<file path="config.mk">
export PLATFORM = sky130hd
export DESIGN_NAME = pid_controller_with_clamps
export DESIGN_NICKNAME = d
export VERILOG_FILES = /design/src/rtl/core/pidc_pkg.sv /design/src/rtl/core/pidc_cfg_regs.sv /design/src/rtl/core/pidc_core.sv /design/src/rtl/core/pid_controller_with_clamps.sv
export SDC_FILE = /design/constraint.sdc
export NUM_CORES = 2
export LEC_CHECK = 0
export ABC_CLOCK_PERIOD_IN_PS = 28400
export BUFFER_PORTS_ARGS = -buffer_cell sky130_fd_sc_hd__buf_2
export CAP_MARGIN = 5
export CELL_PAD_IN_SITES_DETAIL_PLACEMENT = 0
export CELL_PAD_IN_SITES_GLOBAL_PLACEMENT = 1
export CORE_UTILIZATION = 52
export CTS_CLUSTER_SIZE = 30
export DETAILED_ROUTE_END_ITERATION = 7
export GPL_TIMING_DRIVEN = 0
export PLACE_DENSITY_LB_ADDON = 0.12
export SETUP_SLACK_MARGIN = 0.5
export SLEW_MARGIN = 20
export SYNTH_ARGS = -nofsm -noshare
export SYNTH_HDL_FRONTEND = slang
export SYNTH_SLANG_ARGS = --single-unit
</file>
<file path="constraint.sdc">
create_clock -name clk -period 28.4 [get_ports clk]
set_input_delay 1.42 -clock clk [delete_from_list [all_inputs] [get_ports clk]]
set_output_delay 1.42 -clock clk [all_outputs]
set_load 0.05 [all_outputs]
</file>
<file path="src/rtl/core/pidc_pkg.sv">
// Shared types, register indexes and constants of the PID controller.
`default_nettype none

package pidc_pkg;

	// Field widths.
	localparam int unsigned DATA_W   = 16;
	localparam int unsigned GAIN_W   = 16;
	localparam int unsigned LIMIT_W  = 15;
	localparam int unsigned ERR_W    = 17;
	localparam int unsigned INTEG_W  = 24;
	localparam int unsigned FRAC_W   = 8;
	localparam int unsigned CFG_IDX_W = 3;
	localparam int unsigned CFG_DATA_W = 16;

	// Angle wrap thresholds in degrees.
	localparam logic signed [ERR_W-1:0] ANGLE_HALF     = ERR_W'(180);
	localparam logic signed [ERR_W-1:0] ANGLE_HALF_NEG = -ERR_W'(180);
	localparam logic signed [ERR_W-1:0] ANGLE_FULL     = ERR_W'(360);

	// Register reset values.
	localparam logic [LIMIT_W-1:0] LIMIT_RESET = '1;

	// Configuration register indexes.
	typedef enum logic [CFG_IDX_W-1:0] {
		IDX_GAIN_PROP    = 3'd0,
		IDX_GAIN_INTEG   = 3'd1,
		IDX_GAIN_DERIV   = 3'd2,
		IDX_MAX_OUTPUT   = 3'd3,
		IDX_MAX_INTEGRAL = 3'd4,
		IDX_ANGLE_MODE   = 3'd5
	} cfg_idx_t;

	// Current register contents as seen by the datapath.
	typedef struct packed {
		logic [GAIN_W-1:0]  gain_prop;
		logic [GAIN_W-1:0]  gain_integ;
		logic [GAIN_W-1:0]  gain_deriv;
		logic [LIMIT_W-1:0] max_output;
		logic [LIMIT_W-1:0] max_integral;
		logic               angle_mode;
	} pidc_cfg_t;

endpackage

`default_nettype wire

</file>
<file path="src/rtl/core/pidc_cfg_regs.sv">
// Configuration register file of the PID controller.
`default_nettype none

module pidc_cfg_regs (
	input  wire logic                            clk,
	input  wire logic                            arst_n,
	input  wire logic                            cfg_valid,
	output logic                                 cfg_ready,
	input  wire logic [pidc_pkg::CFG_IDX_W-1:0]  cfg_index,
	input  wire logic [pidc_pkg::CFG_DATA_W-1:0] cfg_data,
	output pidc_pkg::pidc_cfg_t                  cfg
);
	import pidc_pkg::*;

	pidc_cfg_t cfg_q;

	// Writes are always taken.
	assign cfg_ready = 1'b1;
	assign cfg = cfg_q;

	// Register writes; unknown indexes are ignored.
	always_ff @(posedge clk or negedge arst_n) begin
		if (!arst_n) begin
			cfg_q.gain_prop    <= '0;
			cfg_q.gain_integ   <= '0;
			cfg_q.gain_deriv   <= '0;
			cfg_q.max_output   <= LIMIT_RESET;
			cfg_q.max_integral <= LIMIT_RESET;
			cfg_q.angle_mode   <= 1'b0;
		end else if (cfg_valid) begin
			case (cfg_index)
				IDX_GAIN_PROP:    cfg_q.gain_prop    <= cfg_data[GAIN_W-1:0];
				IDX_GAIN_INTEG:   cfg_q.gain_integ   <= cfg_data[GAIN_W-1:0];
				IDX_GAIN_DERIV:   cfg_q.gain_deriv   <= cfg_data[GAIN_W-1:0];
				IDX_MAX_OUTPUT:   cfg_q.max_output   <= cfg_data[LIMIT_W-1:0];
				IDX_MAX_INTEGRAL: cfg_q.max_integral <= cfg_data[LIMIT_W-1:0];
				IDX_ANGLE_MODE:   cfg_q.angle_mode   <= cfg_data[0];
				default: ;
			endcase
		end
	end

	// A mode write lands in the register.
	a_angle_write: assert property (@(posedge clk) disable iff (!arst_n)
		(cfg_valid && cfg_index == IDX_ANGLE_MODE) |=> (cfg_q.angle_mode == $past(cfg_data[0])))
		else $error("angle mode write lost");

	// A limit write lands in the register.
	a_limit_write: assert property (@(posedge clk) disable iff (!arst_n)
		(cfg_valid && cfg_index == IDX_MAX_OUTPUT)
		|=> (cfg_q.max_output == $past(cfg_data[LIMIT_W-1:0])))
		else $error("output limit write lost");

endmodule

`default_nettype wire

</file>
<file path="src/rtl/core/pidc_core.sv">
// PID arithmetic: error, wrap, three products, clamped integrator and output clamp.
`default_nettype none

module pidc_core (
	input  wire logic                               clk,
	input  wire logic                               arst_n,
	input  wire pidc_pkg::pidc_cfg_t                cfg,
	input  wire logic                               step,
	input  wire logic signed [pidc_pkg::DATA_W-1:0] measured,
	input  wire logic signed [pidc_pkg::DATA_W-1:0] target,
	output logic signed [pidc_pkg::DATA_W-1:0]      drive
);
	import pidc_pkg::*;

	localparam int unsigned PROD_W  = ERR_W + GAIN_W + 1;
	localparam int unsigned DIFF_W  = ERR_W + 1;
	localparam int unsigned DPROD_W = DIFF_W + GAIN_W + 1;
	localparam int unsigned ASUM_W  = PROD_W + 1;
	localparam int unsigned SUM_W   = DPROD_W + 2;
	localparam int unsigned WHOLE_W = SUM_W - FRAC_W;

	logic signed [ERR_W-1:0]   err_raw;
	logic signed [ERR_W-1:0]   err;
	logic signed [GAIN_W:0]    gp_s;
	logic signed [GAIN_W:0]    gi_s;
	logic signed [GAIN_W:0]    gd_s;
	logic signed [PROD_W-1:0]  p_term;
	logic signed [PROD_W-1:0]  i_prod;
	logic signed [DIFF_W-1:0]  err_diff;
	logic signed [DPROD_W-1:0] d_term;
	logic signed [ASUM_W-1:0]  acc_sum;
	logic signed [ASUM_W-1:0]  ilim;
	logic signed [INTEG_W-1:0] acc_new;
	logic signed [SUM_W-1:0]   sum;
	logic signed [WHOLE_W-1:0] whole;
	logic signed [WHOLE_W-1:0] olim;
	logic signed [WHOLE_W-1:0] whole_sat;

	logic signed [ERR_W-1:0]   prior_err_q;
	logic signed [INTEG_W-1:0] integ_q;

	// Error with a single optional 360 degree correction.
	always_comb begin
		err_raw = ERR_W'(target) - ERR_W'(measured);
		err = err_raw;
		if (cfg.angle_mode) begin
			if (err_raw > ANGLE_HALF) begin
				err = err_raw - ANGLE_FULL;
			end else if (err_raw < ANGLE_HALF_NEG) begin
				err = err_raw + ANGLE_FULL;
			end
		end
	end

	// Gain products, each with eight fraction bits.
	always_comb begin
		gp_s = $signed({1'b0, cfg.gain_prop});
		gi_s = $signed({1'b0, cfg.gain_integ});
		gd_s = $signed({1'b0, cfg.gain_deriv});
		err_diff = DIFF_W'(err) - DIFF_W'(prior_err_q);
		p_term = PROD_W'(gp_s) * PROD_W'(err);
		i_prod = PROD_W'(gi_s) * PROD_W'(err);
		d_term = DPROD_W'(gd_s) * DPROD_W'(err_diff);
	end

	// Integrator update, saturated to the integral limit.
	always_comb begin
		ilim = $signed(ASUM_W'({1'b0, cfg.max_integral, {FRAC_W{1'b0}}}));
		acc_sum = ASUM_W'(integ_q) + ASUM_W'(i_prod);
		if (acc_sum > ilim) begin
			acc_new = INTEG_W'(ilim);
		end else if (acc_sum < -ilim) begin
			acc_new = INTEG_W'(-ilim);
		end else begin
			acc_new = INTEG_W'(acc_sum);
		end
	end

	// Sum, truncation toward zero and output saturation.
	always_comb begin
		sum = SUM_W'(p_term) + SUM_W'(d_term) + SUM_W'(acc_new);
		whole = WHOLE_W'(sum >>> FRAC_W);
		if (sum[SUM_W-1] && (sum[FRAC_W-1:0] != '0)) begin
			whole = whole + WHOLE_W'(1);
		end
		olim = $signed(WHOLE_W'({1'b0, cfg.max_output}));
		if (whole > olim) begin
			whole_sat = olim;
		end else if (whole < -olim) begin
			whole_sat = -olim;
		end else begin
			whole_sat = whole;
		end
		drive = DATA_W'(whole_sat);
	end

	// Controller state advances once per item.
	always_ff @(posedge clk or negedge arst_n) begin
		if (!arst_n) begin
			prior_err_q <= '0;
			integ_q     <= '0;
		end else if (step) begin
			prior_err_q <= err;
			integ_q     <= acc_new;
		end
	end

	// After an update the integrator sits inside its limit.
	a_integ_bound: assert property (@(posedge clk) disable iff (!arst_n)
		step |=> ((integ_q <= $signed({1'b0, cfg.max_integral, {FRAC_W{1'b0}}}))
		&& (integ_q >= -$signed({1'b0, cfg.max_integral, {FRAC_W{1'b0}}}))))
		else $error("integrator beyond its limit");

	// The stored error is what the item produced.
	a_prior_err: assert property (@(posedge clk) disable iff (!arst_n)
		step |=> (prior_err_q == $past(err)))
		else $error("prior error not updated");

endmodule

`default_nettype wire

</file>
<file path="src/rtl/core/pid_controller_with_clamps.sv">
// Top level of the positional PID controller with clamped integrator and output.
// One item is taken per clock cycle when the result side keeps up; an accepted item is held
// in the input register and then moves into the result register, from which its result is
// presented. The integrator loop keeps the datapath unsplit: the clamped integrator
// of one item feeds the next, so error, three products (17 x 17 bits for the proportional
// and integral terms, 17 x 18 bits for the derivative term), the integrator add and clamp,
// and the output clamp all sit between the input register and the result register.
// A held result lets the input register take one more item and then stalls the input;
// s_tready follows m_tready in the same cycle, so a full pipeline keeps streaming while
// results are taken. Configuration writes are always accepted and take effect next cycle.
`default_nettype none

module pid_controller_with_clamps (
	input  wire logic                            clk,
	input  wire logic                            arst_n,
	input  wire logic                            s_tvalid,
	output logic                                 s_tready,
	input  wire logic [31:0]                     s_tdata,  // measured[15:0], target[31:16]
	output logic                                 m_tvalid,
	input  wire logic                            m_tready,
	output logic [15:0]                          m_tdata,  // drive[15:0]
	input  wire logic                            cfg_valid,
	output logic                                 cfg_ready,
	input  wire logic [pidc_pkg::CFG_IDX_W-1:0]  cfg_index,
	input  wire logic [pidc_pkg::CFG_DATA_W-1:0] cfg_data
);
	import pidc_pkg::*;

	pidc_cfg_t cfg;

	logic                     in_valid_s1;
	logic signed [DATA_W-1:0] measured_s1;
	logic signed [DATA_W-1:0] target_s1;
	logic                     out_valid_q;
	logic signed [DATA_W-1:0] drive_q;
	logic signed [DATA_W-1:0] drive_next;
	logic                     out_free;
	logic                     step;

	pidc_cfg_regs u_cfg (
		.clk       (clk),
		.arst_n    (arst_n),
		.cfg_valid (cfg_valid),
		.cfg_ready (cfg_ready),
		.cfg_index (cfg_index),
		.cfg_data  (cfg_data),
		.cfg       (cfg)
	);

	pidc_core u_core (
		.clk      (clk),
		.arst_n   (arst_n),
		.cfg      (cfg),
		.step     (step),
		.measured (measured_s1),
		.target   (target_s1),
		.drive    (drive_next)
	);

	// Flow control: the input register moves on whenever the result slot frees up.
	assign out_free = !out_valid_q || m_tready;
	assign step     = in_valid_s1 && out_free;
	assign s_tready = !in_valid_s1 || out_free;
	assign m_tvalid = out_valid_q;
	assign m_tdata  = drive_q;

	// Valid flags.
	always_ff @(posedge clk or negedge arst_n) begin
		if (!arst_n) begin
			in_valid_s1 <= 1'b0;
			out_valid_q <= 1'b0;
		end else begin
			if (s_tready) begin
				in_valid_s1 <= s_tvalid;
			end
			if (out_free) begin
				out_valid_q <= in_valid_s1;
			end
		end
	end

	// Payload registers.
	always_ff @(posedge clk) begin
		if (s_tvalid && s_tready) begin
			measured_s1 <= $signed(s_tdata[DATA_W-1:0]);
			target_s1   <= $signed(s_tdata[2*DATA_W-1:DATA_W]);
		end
		if (step) begin
			drive_q <= drive_next;
		end
	end

	// A presented result is within the output limit.
	a_drive_bound: assert property (@(posedge clk) disable iff (!arst_n)
		m_tvalid |-> ((drive_q <= $signed({1'b0, cfg.max_output}))
		&& (drive_q >= -$signed({1'b0, cfg.max_output}))))
		else $error("drive beyond output limit");

	// A waiting item moves into a free result slot.
	a_advance: assert property (@(posedge clk) disable iff (!arst_n)
		(in_valid_s1 && !out_valid_q) |=> out_valid_q)
		else $error("item stuck in input register");

endmodule

`default_nettype wire
</file>
==> results.toml <==
[run_status]
status = "finished clean"

[global_routing]
grt_max_degree = 71
overflow = 0
grt_first_pass_wirelength_um = 215000
grtUsageTotal = 0.321
antenna_found_initial = 13
grt_pass1_vias = 35800

[placement]
io_buffers = 71
post-place-cells = 6186
place_congestion = 0.947
dp_hpwl_um = 117000

[final_layout]
nNetsFinal = 6437
drive_above_1_share = 0.0664
final_cells = 6223
fillers = 7945
syn_to_final_growth_pct = 6.29

[synthesis]
synth_area_leaders = "fa_1, ha_1, inv_1, dfrtp_1, nand2_1"
synth_edf_count = 48
synth_flop_cell = "dfrtp_1"
synth.distinct_cells = 86
synth_top_area_frac = 0.382
synth.most_common_cell = "inv_1"
syn_avg_cell_area_um2 = 9.14
yosys_register_bits = 170
ys_top_cells_by_count = "inv_1, fa_1, nand2_1, ha_1, and2_1"
synth_top_cell_by_area = "fa_1"
yosysSeqAreaShare = 0.0999
synth_cells = 4964
yosysWarningCount = 0
synth_nets = 6338
netlist_area_um2 = 45400
synth-async-reset-ratio = 0.718

[routing]
detailedRoute.firstPassIterationCount = 6
wl_um = 136000
post_drt_wl_per_cell_um = 21.9
drc = 0
viasPerCell = 5.47
ant_nets = 0
via_count = 34100
drtIter0Drc = 2272

[cts]
clk_path_buf_depth = 2
cts_num_sinks = 170
clkTransAtPathRegs_ns = 0.08
tritoncts = "yes"
hold_buffers = 0
clk-insertion-delay-late_ns = 0.51
clock-root-buffer = "clkbuf_16"
cts_buffers = 17
cts_max_level = 4

[critical_path]
cp_slowest_cell = "xor2_2"
timing.rr.start = "measured_s1[1]"
arrival_ns = 26.86
cp-end-kind = "flip-flop"
reg2reg_slack_ns = 1.79
r2r_end = "m_tdata[12]"
crit_top_cell = "fa_1"
cp_slowest_stage_delay_ns = 0.74
crit_fanout = 10
cp.buffers_inverters = 13
crit_family = "adder cells"
crit_type = "reg2reg"
r2r_cells = 86
required_ns = 28.65
start_kind = "flip-flop"

[die]
core_area_um2 = 85800
fp.dieArea_um2 = 88400
fp.dieH_um = 297
die_x_um = 297
placementRows = 107
top_level_ports = 75
start_util = 0.529

[timing]
setup-tns-final_ns = 0
post-route-period-util = 0.937
rsz0062_at_grt = "no"
tightest_slew_ns = 1.29
clock_skew_ns = 0.0201
maxSlewHeadroom = 0.132
setup_viol = 0
max_freq_mhz = 37.6
drv_slew = 0
hold_viol_final = 0
finalCriticalPeriod_ns = 26.61

[min_path]
worstHoldStart = "u_core.integ_q[21]"
whs_endpoint = "u_core.integ_q[21]"
min_path_cells = 2
holdCritPathClass = "reg2reg"

[run]
maxCapViolations = 0
## per-stage QoR
stage / hold WS (ns) / instance area, µm² / setup WS [ns] / utilization
2_1_floorplan: 0.450 / 45400 / 6.41 / -
3_3_place_gp: 0.464 / 47200 / 0.146 / 0.550
3_5_place_dp: 0.474 / 47400 / 0.122 / 0.552
4_1_cts: 0.493 / 48100 / 0.510 / 0.560
5_1_grt: 0.525 / 48200 / 0.495 / 0.562
6_report: 0.488 / 48200 / 1.79 / 0.562
## worst max-delay path by stage
stage / from / to / slack (ns) / cells after the start
final: measured_s1[1] / m_tdata[12] / 1.79 / 86
after global routing: measured_s1[1] / m_tdata[12] / 0.50 / 95
after CTS: measured_s1[1] / m_tdata[5] / 0.51 / 96
after detailed placement: measured_s1[1] / m_tdata[5] / 0.12 / 95
after global placement: measured_s1[1] / m_tdata[0] / 0.15 / 95
after floorplan: target_s1[0] / m_tdata[5] / 6.41 / 93
## final cells by class
type,instances,area (µm²),share of cell area
multi-input combinational,3496,36200,0.750
sequential,170,4530,0.0940
inverter,1094,4110,0.0851
tap,1144,1430,0.0297
buffer,204,807,0.0167
timing repair buffer,80,480,0.00996
clock buffer,17,425,0.00882
clock inverter,15,244,0.00506
antenna,3,7.51,0.000156
## placed cells by master, fill, tap and decap left out, drive strengths merged, types with 9 or more instances in the layout
cell and count:
edfxtp 48, o211ai 14, dfstp 30, or2 17, nand2b 30, xnor2 88, o22ai 18, buf 100
a21boi 15, clkbuf 201, a31oi 22, nand2 536, nor3b 15, and3 20, nand4 28, or3 23
dfrtp 92, o21ai 122, o21a 32, a211oi 34, xor2 39, nor2b 112, a21o 25, mux2 100
and4 10, a2111oi 10, mux2i 28, a21oi 97, nor4 28, nand3 63, nor2 155, nor3 66
o2bb2ai 9, and2 317, fa 865, ha 453, inv 1099
## sequential cells by signal, summed over array words and instances, names as in the netlist
register	flops
in_valid_s1	1
m_tdata	16
measured_s1	16
m_tvalid	1
u_core.integ_q	24
u_cfg.cfg	79
u_core.prior_err_q	17
target_s1	16
## worst register-to-register path: cells and delay by family, from the launching register on
kind | cells | cell delay (ns)
compound gates | 31 | 8.41
fa+ha+maj | 19 | 8.62
xor+xnor | 2 | 1.16
buf+inv | 13 | 2.47
mux | 4 | 1.17
flops | 1 | 0.43
simple gates | 17 | 4.07
## layer usage
layer,GRT usage,part of all wire
met2,0.523,0.47
met4,0.124,0.042
met5,0,0.000095
met1,0.431,0.43
met3,0.0508,0.062
## cells by family (layout without fill, tap and decap cells)
kind of cell,count (synthesis),after routing,synth area share
flip-flops,170,170,0.0999
adder cells (fa/ha/maj),1318,1318,0.507
XOR/XNOR,127,127,0.0247
AND/OR/NAND/NOR,1446,1446,0.161
other,1,4,0.0000826
multiplexers,128,128,0.0310
AO/OA/AOI/OAI,476,476,0.0689
buffers and inverters,1298,1410,0.108
## what timing repair did
action | 4_1_cts | 5_1_grt
pin swaps | 0 | 0
endpoints found under the setup margin | 16 | 16
setup buffers | 0 | 2
resized for setup | 3 | 43
Power is not shown: default switching activity piles up to over one toggle a cycle in this logic, so the estimate is an artifact.
